### config.mk
export PLATFORM = sky130hd
export DESIGN_NAME = trimmed_mean_window_filter_unit_flat
export DESIGN_NICKNAME = d
export VERILOG_FILES = /design/src/tmf_pkg.sv /design/src/tmf_if.sv /design/src/trimmed_mean_window_filter_unit.sv /design/src/tmf_front.sv /design/src/tmf_fifo.sv /design/src/tmf_back.sv /design/src/flat_wrapper.sv
export SDC_FILE = /design/constraint.sdc
export NUM_CORES = 1
export LEC_CHECK = 0
export BUFFER_PORTS_ARGS = -buffer_cell sky130_fd_sc_hd__buf_2
export CORE_ASPECT_RATIO = 0.6
export CORE_MARGIN = 2
export CORE_UTILIZATION = 58
export CTS_BUF_LIST = sky130_fd_sc_hd__clkbuf_2 sky130_fd_sc_hd__clkbuf_4 sky130_fd_sc_hd__clkbuf_8
export DETAILED_ROUTE_END_ITERATION = 16
export HOLD_SLACK_MARGIN = 0.08
export PLACE_DENSITY = 0.7
export RECOVER_POWER = 50
export SYNTH_ARGS = -nofsm -noshare
export SYNTH_HDL_FRONTEND = slang
export SYNTH_SLANG_ARGS = --single-unit
### constraint.sdc
create_clock -name i_clk -period 11.3 [get_ports i_clk]
set_input_delay 1.695 -clock i_clk [delete_from_list [all_inputs] [get_ports i_clk]]
set_output_delay 1.695 -clock i_clk [all_outputs]
set_load 0.005 [all_outputs]
### src/tmf_pkg.sv
// Shared constants and types for the trimmed mean window filter.
package tmf_pkg;

    // Window geometry and sample width.
    localparam int WINDOW_SIZE = 13;
    localparam int SAMPLE_BITS = 10;

    // Port field widths fixed by the interface.
    localparam int IN_BITS  = 10;
    localparam int OUT_BITS = 10;

    // Trim bounds on the sorted window: keep ranks TRIM_LOW .. TRIM_HIGH-1.
    localparam int TRIM_LOW_RAW  = (WINDOW_SIZE * 15) / 100;
    localparam int TRIM_LOW      = (TRIM_LOW_RAW > 1) ? TRIM_LOW_RAW : 1;
    localparam int TRIM_HIGH_RAW = ((WINDOW_SIZE * 85) / 100) + 1;
    localparam int TRIM_HIGH     = (TRIM_HIGH_RAW < (WINDOW_SIZE - 1)) ?
                                   TRIM_HIGH_RAW : (WINDOW_SIZE - 1);
    localparam int KEEP_COUNT    = TRIM_HIGH - TRIM_LOW;

    // Sum and reciprocal sizing for the divide by KEEP_COUNT.
    localparam int SAMPLE_MAX = (1 << SAMPLE_BITS) - 1;
    localparam int SUM_MAX    = KEEP_COUNT * SAMPLE_MAX;
    localparam int SUM_BITS   = $clog2(SUM_MAX + 1);
    localparam int DIV_SHIFT  = SUM_BITS + $clog2(KEEP_COUNT);
    localparam int RECIP_BITS = SUM_BITS + 2;
    localparam int PROD_BITS  = SUM_BITS + RECIP_BITS;
    localparam longint RECIP_VAL =
        ((longint'(1) << DIV_SHIFT) + longint'(KEEP_COUNT) - 1) / longint'(KEEP_COUNT);

    // Index into the window.
    localparam int IDX_BITS = $clog2(WINDOW_SIZE);

    // Decoupling queue between front and back.
    localparam int Q_DEPTH    = 2;
    localparam int Q_PTR_BITS = $clog2(Q_DEPTH);
    localparam int Q_CNT_BITS = $clog2(Q_DEPTH + 1);

    typedef logic [SAMPLE_BITS-1:0] t_sample;
    typedef logic [IDX_BITS-1:0]    t_idx;
    typedef logic [SUM_BITS-1:0]    t_sum;

    // One queued word: the slot to overwrite and the masked sample.
    typedef struct packed {
        t_idx    slot;
        t_sample sample;
    } t_item;

    typedef struct packed {
        logic empty;
        logic full;
    } t_q_status;

endpackage

### src/tmf_if.sv
// Valid/ready channel interfaces for the filter's input and output words.
interface tmf_in_if
    import tmf_pkg::*;
    ();
    logic               valid;
    logic               ready;
    logic [IN_BITS-1:0] sample;

    modport source (output valid, output sample, input ready);
    modport sink   (input valid, input sample, output ready);
endinterface

interface tmf_out_if
    import tmf_pkg::*;
    ();
    logic                valid;
    logic                ready;
    logic [OUT_BITS-1:0] smoothed;

    modport source (output valid, output smoothed, input ready);
    modport sink   (input valid, input smoothed, output ready);
endinterface

### src/trimmed_mean_window_filter_unit.sv
// From input accept to result valid a word passes the queue, 13 rank steps, the multiply and the load.
// The back end finishes one word before it takes the next, ranking one window entry per cycle.
// The input side keeps accepting into a two-word queue while the back end works.
// A finished result waits in the output register while the next word is processed.
// Reset (synchronous, active low) zeros the window, the slot pointer, queue and output valid.
module trimmed_mean_window_filter_unit
    import tmf_pkg::*;
(
    input  logic      i_clk,
    input  logic      i_rst_n,
    tmf_in_if.sink    i_in,
    tmf_out_if.source o_out
);

    // Front to queue: pushed word and queue status.
    logic      push;
    t_item     push_item;
    t_q_status q_status;

    // Queue to back: head word and pop strobe.
    t_item     head_item;
    logic      pop;

    // Accept words while the queue has room, tag each with its window slot.
    tmf_front u_front (
        .i_clk      (i_clk),
        .i_rst_n    (i_rst_n),
        .i_in       (i_in),
        .i_q_status (q_status),
        .o_push     (push),
        .o_item     (push_item)
    );

    // Decouple the input handshake from the multi-cycle back end.
    tmf_fifo u_fifo (
        .i_clk    (i_clk),
        .i_rst_n  (i_rst_n),
        .i_push   (push),
        .i_item   (push_item),
        .i_pop    (pop),
        .o_item   (head_item),
        .o_status (q_status)
    );

    // Overwrite the oldest entry, rank every entry, sum the middle ranks,
    // then divide by the kept count through a reciprocal multiply.
    tmf_back u_back (
        .i_clk      (i_clk),
        .i_rst_n    (i_rst_n),
        .i_q_status (q_status),
        .i_item     (head_item),
        .o_pop      (pop),
        .o_out      (o_out)
    );

endmodule

### src/tmf_front.sv
// Front end: accept input words, mask samples and assign their window slot.
module tmf_front
    import tmf_pkg::*;
(
    input  logic      i_clk,
    input  logic      i_rst_n,
    tmf_in_if.sink    i_in,
    input  t_q_status i_q_status,
    output logic      o_push,
    output t_item     o_item
);

    t_idx r_slot;
    t_idx n_slot;

    assign i_in.ready    = !i_q_status.full;
    assign o_push        = i_in.valid && i_in.ready;
    assign o_item.slot   = r_slot;
    assign o_item.sample = t_sample'(i_in.sample);

    // Advance the oldest-entry pointer, wrap at the window end.
    always_comb begin
        if (r_slot == t_idx'(WINDOW_SIZE - 1)) begin
            n_slot = '0;
        end else begin
            n_slot = r_slot + t_idx'(1);
        end
    end

    always_ff @(posedge i_clk) begin
        if (!i_rst_n) begin
            r_slot <= '0;
        end else if (o_push) begin
            r_slot <= n_slot;
        end
    end

endmodule

### src/tmf_fifo.sv
// Short queue of words between the front end and the back end.
module tmf_fifo
    import tmf_pkg::*;
(
    input  logic      i_clk,
    input  logic      i_rst_n,
    input  logic      i_push,
    input  t_item     i_item,
    input  logic      i_pop,
    output t_item     o_item,
    output t_q_status o_status
);

    t_item                 r_mem [Q_DEPTH];
    logic [Q_PTR_BITS-1:0] r_wr_ptr;
    logic [Q_PTR_BITS-1:0] r_rd_ptr;
    logic [Q_CNT_BITS-1:0] r_count;
    logic [Q_CNT_BITS-1:0] n_count;

    assign o_item         = r_mem[r_rd_ptr];
    assign o_status.empty = (r_count == '0);
    assign o_status.full  = (r_count == Q_CNT_BITS'(Q_DEPTH));

    always_comb begin
        n_count = r_count;
        if (i_push && !i_pop) begin
            n_count = r_count + Q_CNT_BITS'(1);
        end else if (i_pop && !i_push) begin
            n_count = r_count - Q_CNT_BITS'(1);
        end
    end

    always_ff @(posedge i_clk) begin
        if (i_push) begin
            r_mem[r_wr_ptr] <= i_item;
        end
    end

    always_ff @(posedge i_clk) begin
        if (!i_rst_n) begin
            r_wr_ptr <= '0;
            r_rd_ptr <= '0;
            r_count  <= '0;
        end else begin
            if (i_push) begin
                r_wr_ptr <= r_wr_ptr + Q_PTR_BITS'(1);
            end
            if (i_pop) begin
                r_rd_ptr <= r_rd_ptr + Q_PTR_BITS'(1);
            end
            r_count <= n_count;
        end
    end

endmodule

### src/tmf_back.sv
// Back end: update the window, rank entries, sum the kept ones and divide.
module tmf_back
    import tmf_pkg::*;
(
    input  logic      i_clk,
    input  logic      i_rst_n,
    input  t_q_status i_q_status,
    input  t_item     i_item,
    output logic      o_pop,
    tmf_out_if.source o_out
);

    localparam logic [1:0] ST_IDLE = 2'd0;
    localparam logic [1:0] ST_RANK = 2'd1;
    localparam logic [1:0] ST_MUL  = 2'd2;
    localparam logic [1:0] ST_DONE = 2'd3;

    localparam logic [RECIP_BITS-1:0] RECIP_C = RECIP_BITS'(RECIP_VAL);

    t_sample                r_window [WINDOW_SIZE];
    logic [1:0]             r_state;
    t_idx                   r_idx;
    t_sum                   r_sum;
    logic [PROD_BITS-1:0]   r_prod;
    logic                   r_out_valid;
    logic [OUT_BITS-1:0]    r_out_data;

    t_sample                key;
    logic [WINDOW_SIZE-1:0] less;
    t_idx                   rank;
    logic                   kept;
    t_sum                   n_sum;

    // Rank of the entry under the cursor: ties broken by position.
    always_comb begin
        key = r_window[r_idx];
        for (int j = 0; j < WINDOW_SIZE; j++) begin
            less[j] = (r_window[j] < key) ||
                      ((r_window[j] == key) && (t_idx'(j) < r_idx));
        end
        rank  = t_idx'($countones(less));
        kept  = (rank >= t_idx'(TRIM_LOW)) && (rank < t_idx'(TRIM_HIGH));
        n_sum = r_sum + (kept ? t_sum'(key) : '0);
    end

    assign o_pop          = (r_state == ST_IDLE) && !i_q_status.empty;
    assign o_out.valid    = r_out_valid;
    assign o_out.smoothed = r_out_data;

    always_ff @(posedge i_clk) begin
        if (!i_rst_n) begin
            r_state     <= ST_IDLE;
            r_idx       <= '0;
            r_out_valid <= 1'b0;
            for (int k = 0; k < WINDOW_SIZE; k++) begin
                r_window[k] <= '0;
            end
        end else begin
            // Drop the word once taken; a load in ST_DONE replaces it instead.
            if (r_out_valid && o_out.ready && (r_state != ST_DONE)) begin
                r_out_valid <= 1'b0;
            end
            case (r_state)
                ST_IDLE: begin
                    if (o_pop) begin
                        r_window[i_item.slot] <= i_item.sample;
                        r_idx                 <= '0;
                        r_sum                 <= '0;
                        r_state               <= ST_RANK;
                    end
                end
                ST_RANK: begin
                    r_sum <= n_sum;
                    if (r_idx == t_idx'(WINDOW_SIZE - 1)) begin
                        r_state <= ST_MUL;
                    end else begin
                        r_idx <= r_idx + t_idx'(1);
                    end
                end
                ST_MUL: begin
                    r_prod  <= {{RECIP_BITS{1'b0}}, r_sum} * {{SUM_BITS{1'b0}}, RECIP_C};
                    r_state <= ST_DONE;
                end
                ST_DONE: begin
                    // Hold until the output register is free.
                    if (!r_out_valid || o_out.ready) begin
                        r_out_data  <= OUT_BITS'(r_prod >> DIV_SHIFT);
                        r_out_valid <= 1'b1;
                        r_state     <= ST_IDLE;
                    end
                end
                default: begin
                    r_state <= ST_IDLE;
                end
            endcase
        end
    end

`ifndef SYNTHESIS
    a_idx_range: assert property (@(posedge i_clk) disable iff (!i_rst_n)
        (r_state == ST_RANK) |-> (r_idx <= t_idx'(WINDOW_SIZE - 1)))
        else $error("rank cursor past window end");

    a_pop_starts: assert property (@(posedge i_clk) disable iff (!i_rst_n)
        o_pop |=> ((r_state == ST_RANK) && (r_idx == '0)))
        else $error("pop did not start a ranking pass");

    a_sum_bound: assert property (@(posedge i_clk) disable iff (!i_rst_n)
        (r_state == ST_MUL) |-> (r_sum <= t_sum'(SUM_MAX)))
        else $error("trimmed sum exceeds kept-entry bound");

    a_mean_range: assert property (@(posedge i_clk) disable iff (!i_rst_n)
        (r_state == ST_DONE) |-> ((r_prod >> DIV_SHIFT) <= PROD_BITS'(SAMPLE_MAX)))
        else $error("quotient out of sample range");
`endif

endmodule

### src/flat_wrapper.sv
// flat-port wrapper written by rule: the top's interface ports become plain ports
module trimmed_mean_window_filter_unit_flat import tmf_pkg::*;
  (i_clk, i_rst_n, i_in_valid, i_in_sample, i_in_ready, o_out_valid, o_out_smoothed, o_out_ready);
  tmf_in_if i_in_i ();
  tmf_out_if o_out_i ();
  input  logic i_clk;
  input  logic i_rst_n;
  input wire logic [$bits(i_in_i.valid)-1:0] i_in_valid;
  input wire logic [$bits(i_in_i.sample)-1:0] i_in_sample;
  output wire logic [$bits(i_in_i.ready)-1:0] i_in_ready;
  output wire logic [$bits(o_out_i.valid)-1:0] o_out_valid;
  output wire logic [$bits(o_out_i.smoothed)-1:0] o_out_smoothed;
  input wire logic [$bits(o_out_i.ready)-1:0] o_out_ready;
  assign i_in_i.valid = i_in_valid;
  assign i_in_i.sample = i_in_sample;
  assign i_in_ready = i_in_i.ready;
  assign o_out_valid = o_out_i.valid;
  assign o_out_smoothed = o_out_i.smoothed;
  assign o_out_i.ready = o_out_ready;
  trimmed_mean_window_filter_unit u_core (.i_clk(i_clk), .i_rst_n(i_rst_n), .i_in(i_in_i), .o_out(o_out_i));
endmodule
; ---- Word-level counts from Yosys, hierarchy flattened
; Memory sizes are Yosys's and may differ from the RTL's. A register that Yosys moved wholly into a read port is not among the register bits.
; Index checks and enable logic that the tools add are counted.
[totals]
out_inout_bits = 12
regBits = 64
wordCells = 163
inputBits = 14
n_memories = 2
mem_bits_rw = 158
[op_classes]
magnitude_cmp = 28
n_reduce_logical = 49
n_addsub = 19
eq_ne = 24
mul = 1
n_mux = 30
[memory_table]
columns = memory, depth, word_bits, rd, rd_ports_with_merged_regs, wr, line_no
row1 = u_core.u_back.r_window, 13, 10, 14, 1, 13, tmf_back.sv:20  ; t_sample r_window [WINDOW_SIZE];
row2 = u_core.u_fifo.r_mem, 2, 14, 1, 1, 1, tmf_fifo.sv:14  ; t_item r_mem [Q_DEPTH];
[op_table]
columns = op, count
row1 = == test 10 bit, 13
row2 = < comparator 10 bit, 13
row3 = one-hot mux 14 bit (2 select lines), 1
row4 = multiplier 14 x 12 -> 25 bit (second input constant), 1
row5 = two-way mux 4 bit, 6
row6 = logical AND 1 bit, 20
row7 = < comparator 4 bit (first input constant), 5
row8 = two-way mux 10 bit, 2
row9 = < comparator 3 x 4 -> 1 bit (first input constant), 4
row10 = adder 14 x 10 -> 14 bit, 1
row11 = logical OR 1 bit, 14
row12 = two-way mux 14 bit, 1
row13 = two-way mux 1 bit, 13
row14 = adder 1 x 1 -> 2 bit, 6
row15 = AND reduction 3 bit, 4
row16 = two-way mux 2 bit, 5
row17 = OR reduction 10 bit, 1
row18 = adder 2 x 2 -> 3 bit, 3
row19 = adder 4 x 1 -> 4 bit (second input constant), 2
row20 = == test 4 bit (second input constant), 2
row21 = < comparator 1 x 4 -> 1 bit (first input constant), 2
row22 = < comparator 2 x 4 -> 1 bit (first input constant), 2
row23 = != test 2 bit (second input constant), 4
row24 = one-hot mux 2 bit (4 select lines), 1
row25 = other kinds (16), 25

; ---- Longest topological paths before layout
; An unclocked memory read counts as a cell.
[depth]
depth_word = 13
depth_mapped = 35
ltp_nobuf = 32

; ---- Hierarchy
; Synthesis repeated with hierarchy kept, for this count alone.
[unflattened]
cells_unflattened = 1381
area_unflattened_um2 = 16859.9
[modules_own_cells]
columns = mod, cells_per_inst, n_inst, area_per_inst_um2, seq_area_each_um2
row1 = tmf_back, 1279, 1, 15323.4, 6045.8
row2 = tmf_fifo, 65, 1, 1224.9, 940.9
row3 = tmf_front, 37, 1, 311.5, 80.1

; ---- Worst setup path before layout
; Ideal clock, no wire load.
[synth_timing]
path_kind = register -> register
startpoint = register (tool-made name)
endpoint = register u_core.u_back.r_sum[13] (data pin)
t_arrival_ps = 8613
t_required_ps = 11034
synth_period_minus_slack_ps = 8879
path_slack_ps = 2421
stages_incl_launch_ff = 35
setup_ps = 266
n_path_buf = 3
path_cell_list = dfxtp_1 buf_6 buf_12 buf_12 mux4_1 mux4_2 inv_2 ha_1 a21o_1 a21o_1 a21oi_1 nor2_1 a2111oi_0 nor2_1 fa_1 inv_1 fa_1 fa_1 inv_1 fa_1 fa_1 fa_1 nand3_1 nor4_1 nor3_1 a31oi_1 nand2b_1 inv_1 ha_1 a211oi_1 nor4_1 nor2_1 a2111oi_0 xnor2_1 nor2_1
[synth_lines]
columns = element, line_no
row1 = to (signal assigned), tmf_back.sv:73  ; r_sum <= n_sum;
row2 = to (decl), tmf_back.sv:23  ; t_sum r_sum;

==> summary.md <==
| Metric | Value |
|---|---|
| 1st-iter DRT viols | ~1.5k |
| Slew headroom | -0.840 |
| Nets@finish | 1789 |
| Layout Area Growth over Synthesis | 7.19% |
| Post-CTS sizing | 0 |
| Final core occ | 0.629 |
| Post-route cell area | ~18000 um^2 |
| Final period utilization | 0.891 |
| Die area | about 30000 um^2 |
| Fin. Hold Viols | 0 |
| Slowest stage delay, CP | 0.74 ns |
| Register bit count reported by yosys | about 240 |
| Placed cell count | roughly 1.8k |
| Post-route minimum period | 10.06 ns |
| Syn_nets | 1749 |
| Worst-Skew Late Latency | around 0.6 ns |
| Overflow after GRT | 0 |
| Die Wd | between 200 and 250 um |
| Clock net sink count | approximately 240 |
| Synthesized cell area | approximately 17000 um^2 |
| Crit path top cell by count | fa_1 |
| Status | complete, but fails checks |
| Root Buffer Master | clkbuf_8 |
| Initial Util | 0.587 |
| GP Congestion | 1.00 |
| Ant. Diodes | 0 |
| Max Slew Vio Count | 22 |
| Syn_area_per_cell | between 10 and 15 um^2 |
| Core ar. | approximately 29000 um^2 |
| Final-report setup violation count | 0 |
| Non-Filler Instances | between 1.5k and 2k |
| Vias per Instance | roughly 6.3 |
| Reg clk slew, reported paths | around 0.07 ns |
| Synth cell types | 60 |
| CP max-delay cell | dfxtp_2 |
| Share of cells above drive strength 1 | 0.0751 |
| Critical path launch point type | flip-flop |
| Worst-Margin Slew | approximately 2.7 ns |
| Worst clock skew | roughly 0.024 ns |
| Crit. End Element | flip-flop |
| # rows | 48 |
| Initial antenna violation count | 2 |
| Setup_tns | 0 ns |
| Yosys warnings | 0 |
| Fmax | roughly 99 MHz |
| Failing checks | capacitance limit, slew limit |
| Final wirelength | 46.9 mm |
| RSZ-0062 raised after global routing | no |
| Worst path arrival time | 10.38 ns |
| DP Area | approximately 17000 um^2 |
| TritonRoute pass-1 iters | 6 |
| Async SR Flop Fraction | 0 |
| DRC viols | 0 |
| GRT Total Usage | 0.319 |
| IO buf count | 25 |
| I/O pin count | 26 |
| HPWL Detailed | around 36 mm |
| Cell count after synthesis | 1437 |
| Setup CP Type | flip-flop to flip-flop |
| Die height | roughly 140 um |
| Largest net degree at the start of global routing | 21 |
| Critical-path maximum fanout | 20 |
| Post-CTS Hold Fix Bufs | 0 |
| CTS tree | done |
| Commonest non-fill, non-tap cells in the layout | ha_1, edfxtp_1, nor2_1 |
| Vias in the first global route | around 11k |
| Seq/Total Area, Yosys | 0.420 |
| Worst Hold Class | flip-flop to flip-flop |
| Post-synth EDFFs | approximately 220 |
| # Post-CTS Setup Buffers | 0 |
| Req. time, crit path | 11.61 ns |
| Clk buf depth | 3 |
| Vias post-DR | 11.8k |
| Detail Route Antenna Nets | 0 |
| Commonest non-fill, non-tap cell in the layout | ha_1 |
| Fillers | 2299 |
| CTS buffer count | 38 |
| CTS H-tree depth | 2 |
| Primary FF master, synth | edfxtp_1 |
| WL/cell | between 20 and 25 um |
| Max_cap viols | 2 |
| First-pass GRT wire length | 69.9 mm |
[kinds of logic after synthesis]
| kind of cell | after synthesis | share of synthesized area |
|---|---|---|
| AND/OR/NAND/NOR | 380 | 0.101 |
| buffers and inverters | 227 | 0.0559 |
| multiplexers | 64 | 0.0837 |
| AO/OA/AOI/OAI | 199 | 0.0773 |
| XOR/XNOR | 27 | 0.0141 |
| flip-flops | 242 | 0.420 |
| adder cells (fa/ha/maj) | 298 | 0.248 |
[synth_stat cells (20+ instances only)]
| master | instances | area (um^2) |
|---|---|---|
| o21ai_0 | 31 | 155 |
| mux4_1 | 34 | 893 |
| nand4_1 | 33 | 206 |
| dfxtp_1 | 20 | 400 |
| nand2_1 | 64 | 240 |
| inv_1 | 169 | 634 |
| a21o_1 | 38 | 285 |
| ha_1 | 240 | 3000 |
| nor2_1 | 196 | 736 |
| a21oi_1 | 63 | 315 |
| clkbuf_1 | 31 | 116 |
| edfxtp_1 | 222 | 6670 |
| fa_1 | 58 | 1160 |
[per-layer routing]
metal  routed length [um]  share of wire  track usage  up-vias
met3                 6790           0.14        0.130       71
met5                   91         0.0019       0.0226        -
li1                     -              -            -     5316
met4                  735          0.016       0.0667        2
met1                22100           0.47        0.505     5723
met2                17200           0.37        0.399      665
[sequential cells by signal, summed over array words and instances (netlist names), named ones only]
signal and count:
u_core.u_back.r_sum 14, u_core.u_front.r_slot 4, u_core.u_back.r_state 2, u_core.u_back.o_out.valid 1, u_core.u_back.r_prod 10, u_core.u_back.o_out.smoothed 10, u_core.u_fifo.r_wr_ptr 1, u_core.u_fifo.r_mem 28
u_core.u_back.r_idx 4, u_core.u_fifo.r_count 2, u_core.u_back.r_window 160, u_core.u_fifo.r_rd_ptr 1
[path summary, 6_finish.rpt]
kind                                          startpoint                              end  slack (ns)  depth (start not counted)
worst max-delay path                           flip-flop          u_core.u_back.r_sum[13]        1.24                         32
worst min-delay path            u_core.u_back.r_prod[18]  u_core.u_back.o_out.smoothed[0]        0.42                          0
worst max register to register                 flip-flop          u_core.u_back.r_sum[13]        1.24                         32
worst min register to register  u_core.u_back.r_prod[18]  u_core.u_back.o_out.smoothed[0]        0.42                          0
[metrics by stage]
stage               hold WS [ns]  setup slack [ns]
floorplan                  0.400              2.42
global placement           0.400              1.51
detailed placement         0.405              1.36
CTS                        0.420              1.34
global route               0.430             0.837
finish                     0.421              1.24
[critical path, delay by kind of cell (launching register included)]
family | cells | cell delay (ns)
multiplexers | 2 | 1.19
XOR/XNOR | 1 | 0.18
AND/OR/NAND/NOR | 10 | 1.93
adder cells (fa/ha/maj) | 8 | 3.54
buffers and inverters | 6 | 1.01
AO/OA/AOI/OAI | 5 | 1.19
flip-flops | 1 | 0.74
[cell type report]
class | count | area, um^2 | area share
clock buffers | 47 | 591 | 0.0328
repair buffers | 50 | 246 | 0.0137
inverters | 177 | 664 | 0.0369
flip-flops and latches | 242 | 7070 | 0.392
multi-input cells | 968 | 8800 | 0.489
well taps | 375 | 469 | 0.0260
clock inverters | 21 | 176 | 0.00979
Power is left out: the tool's default activity adds up to more than one toggle a clock period on the data nets, which glitch-free logic cannot reach.
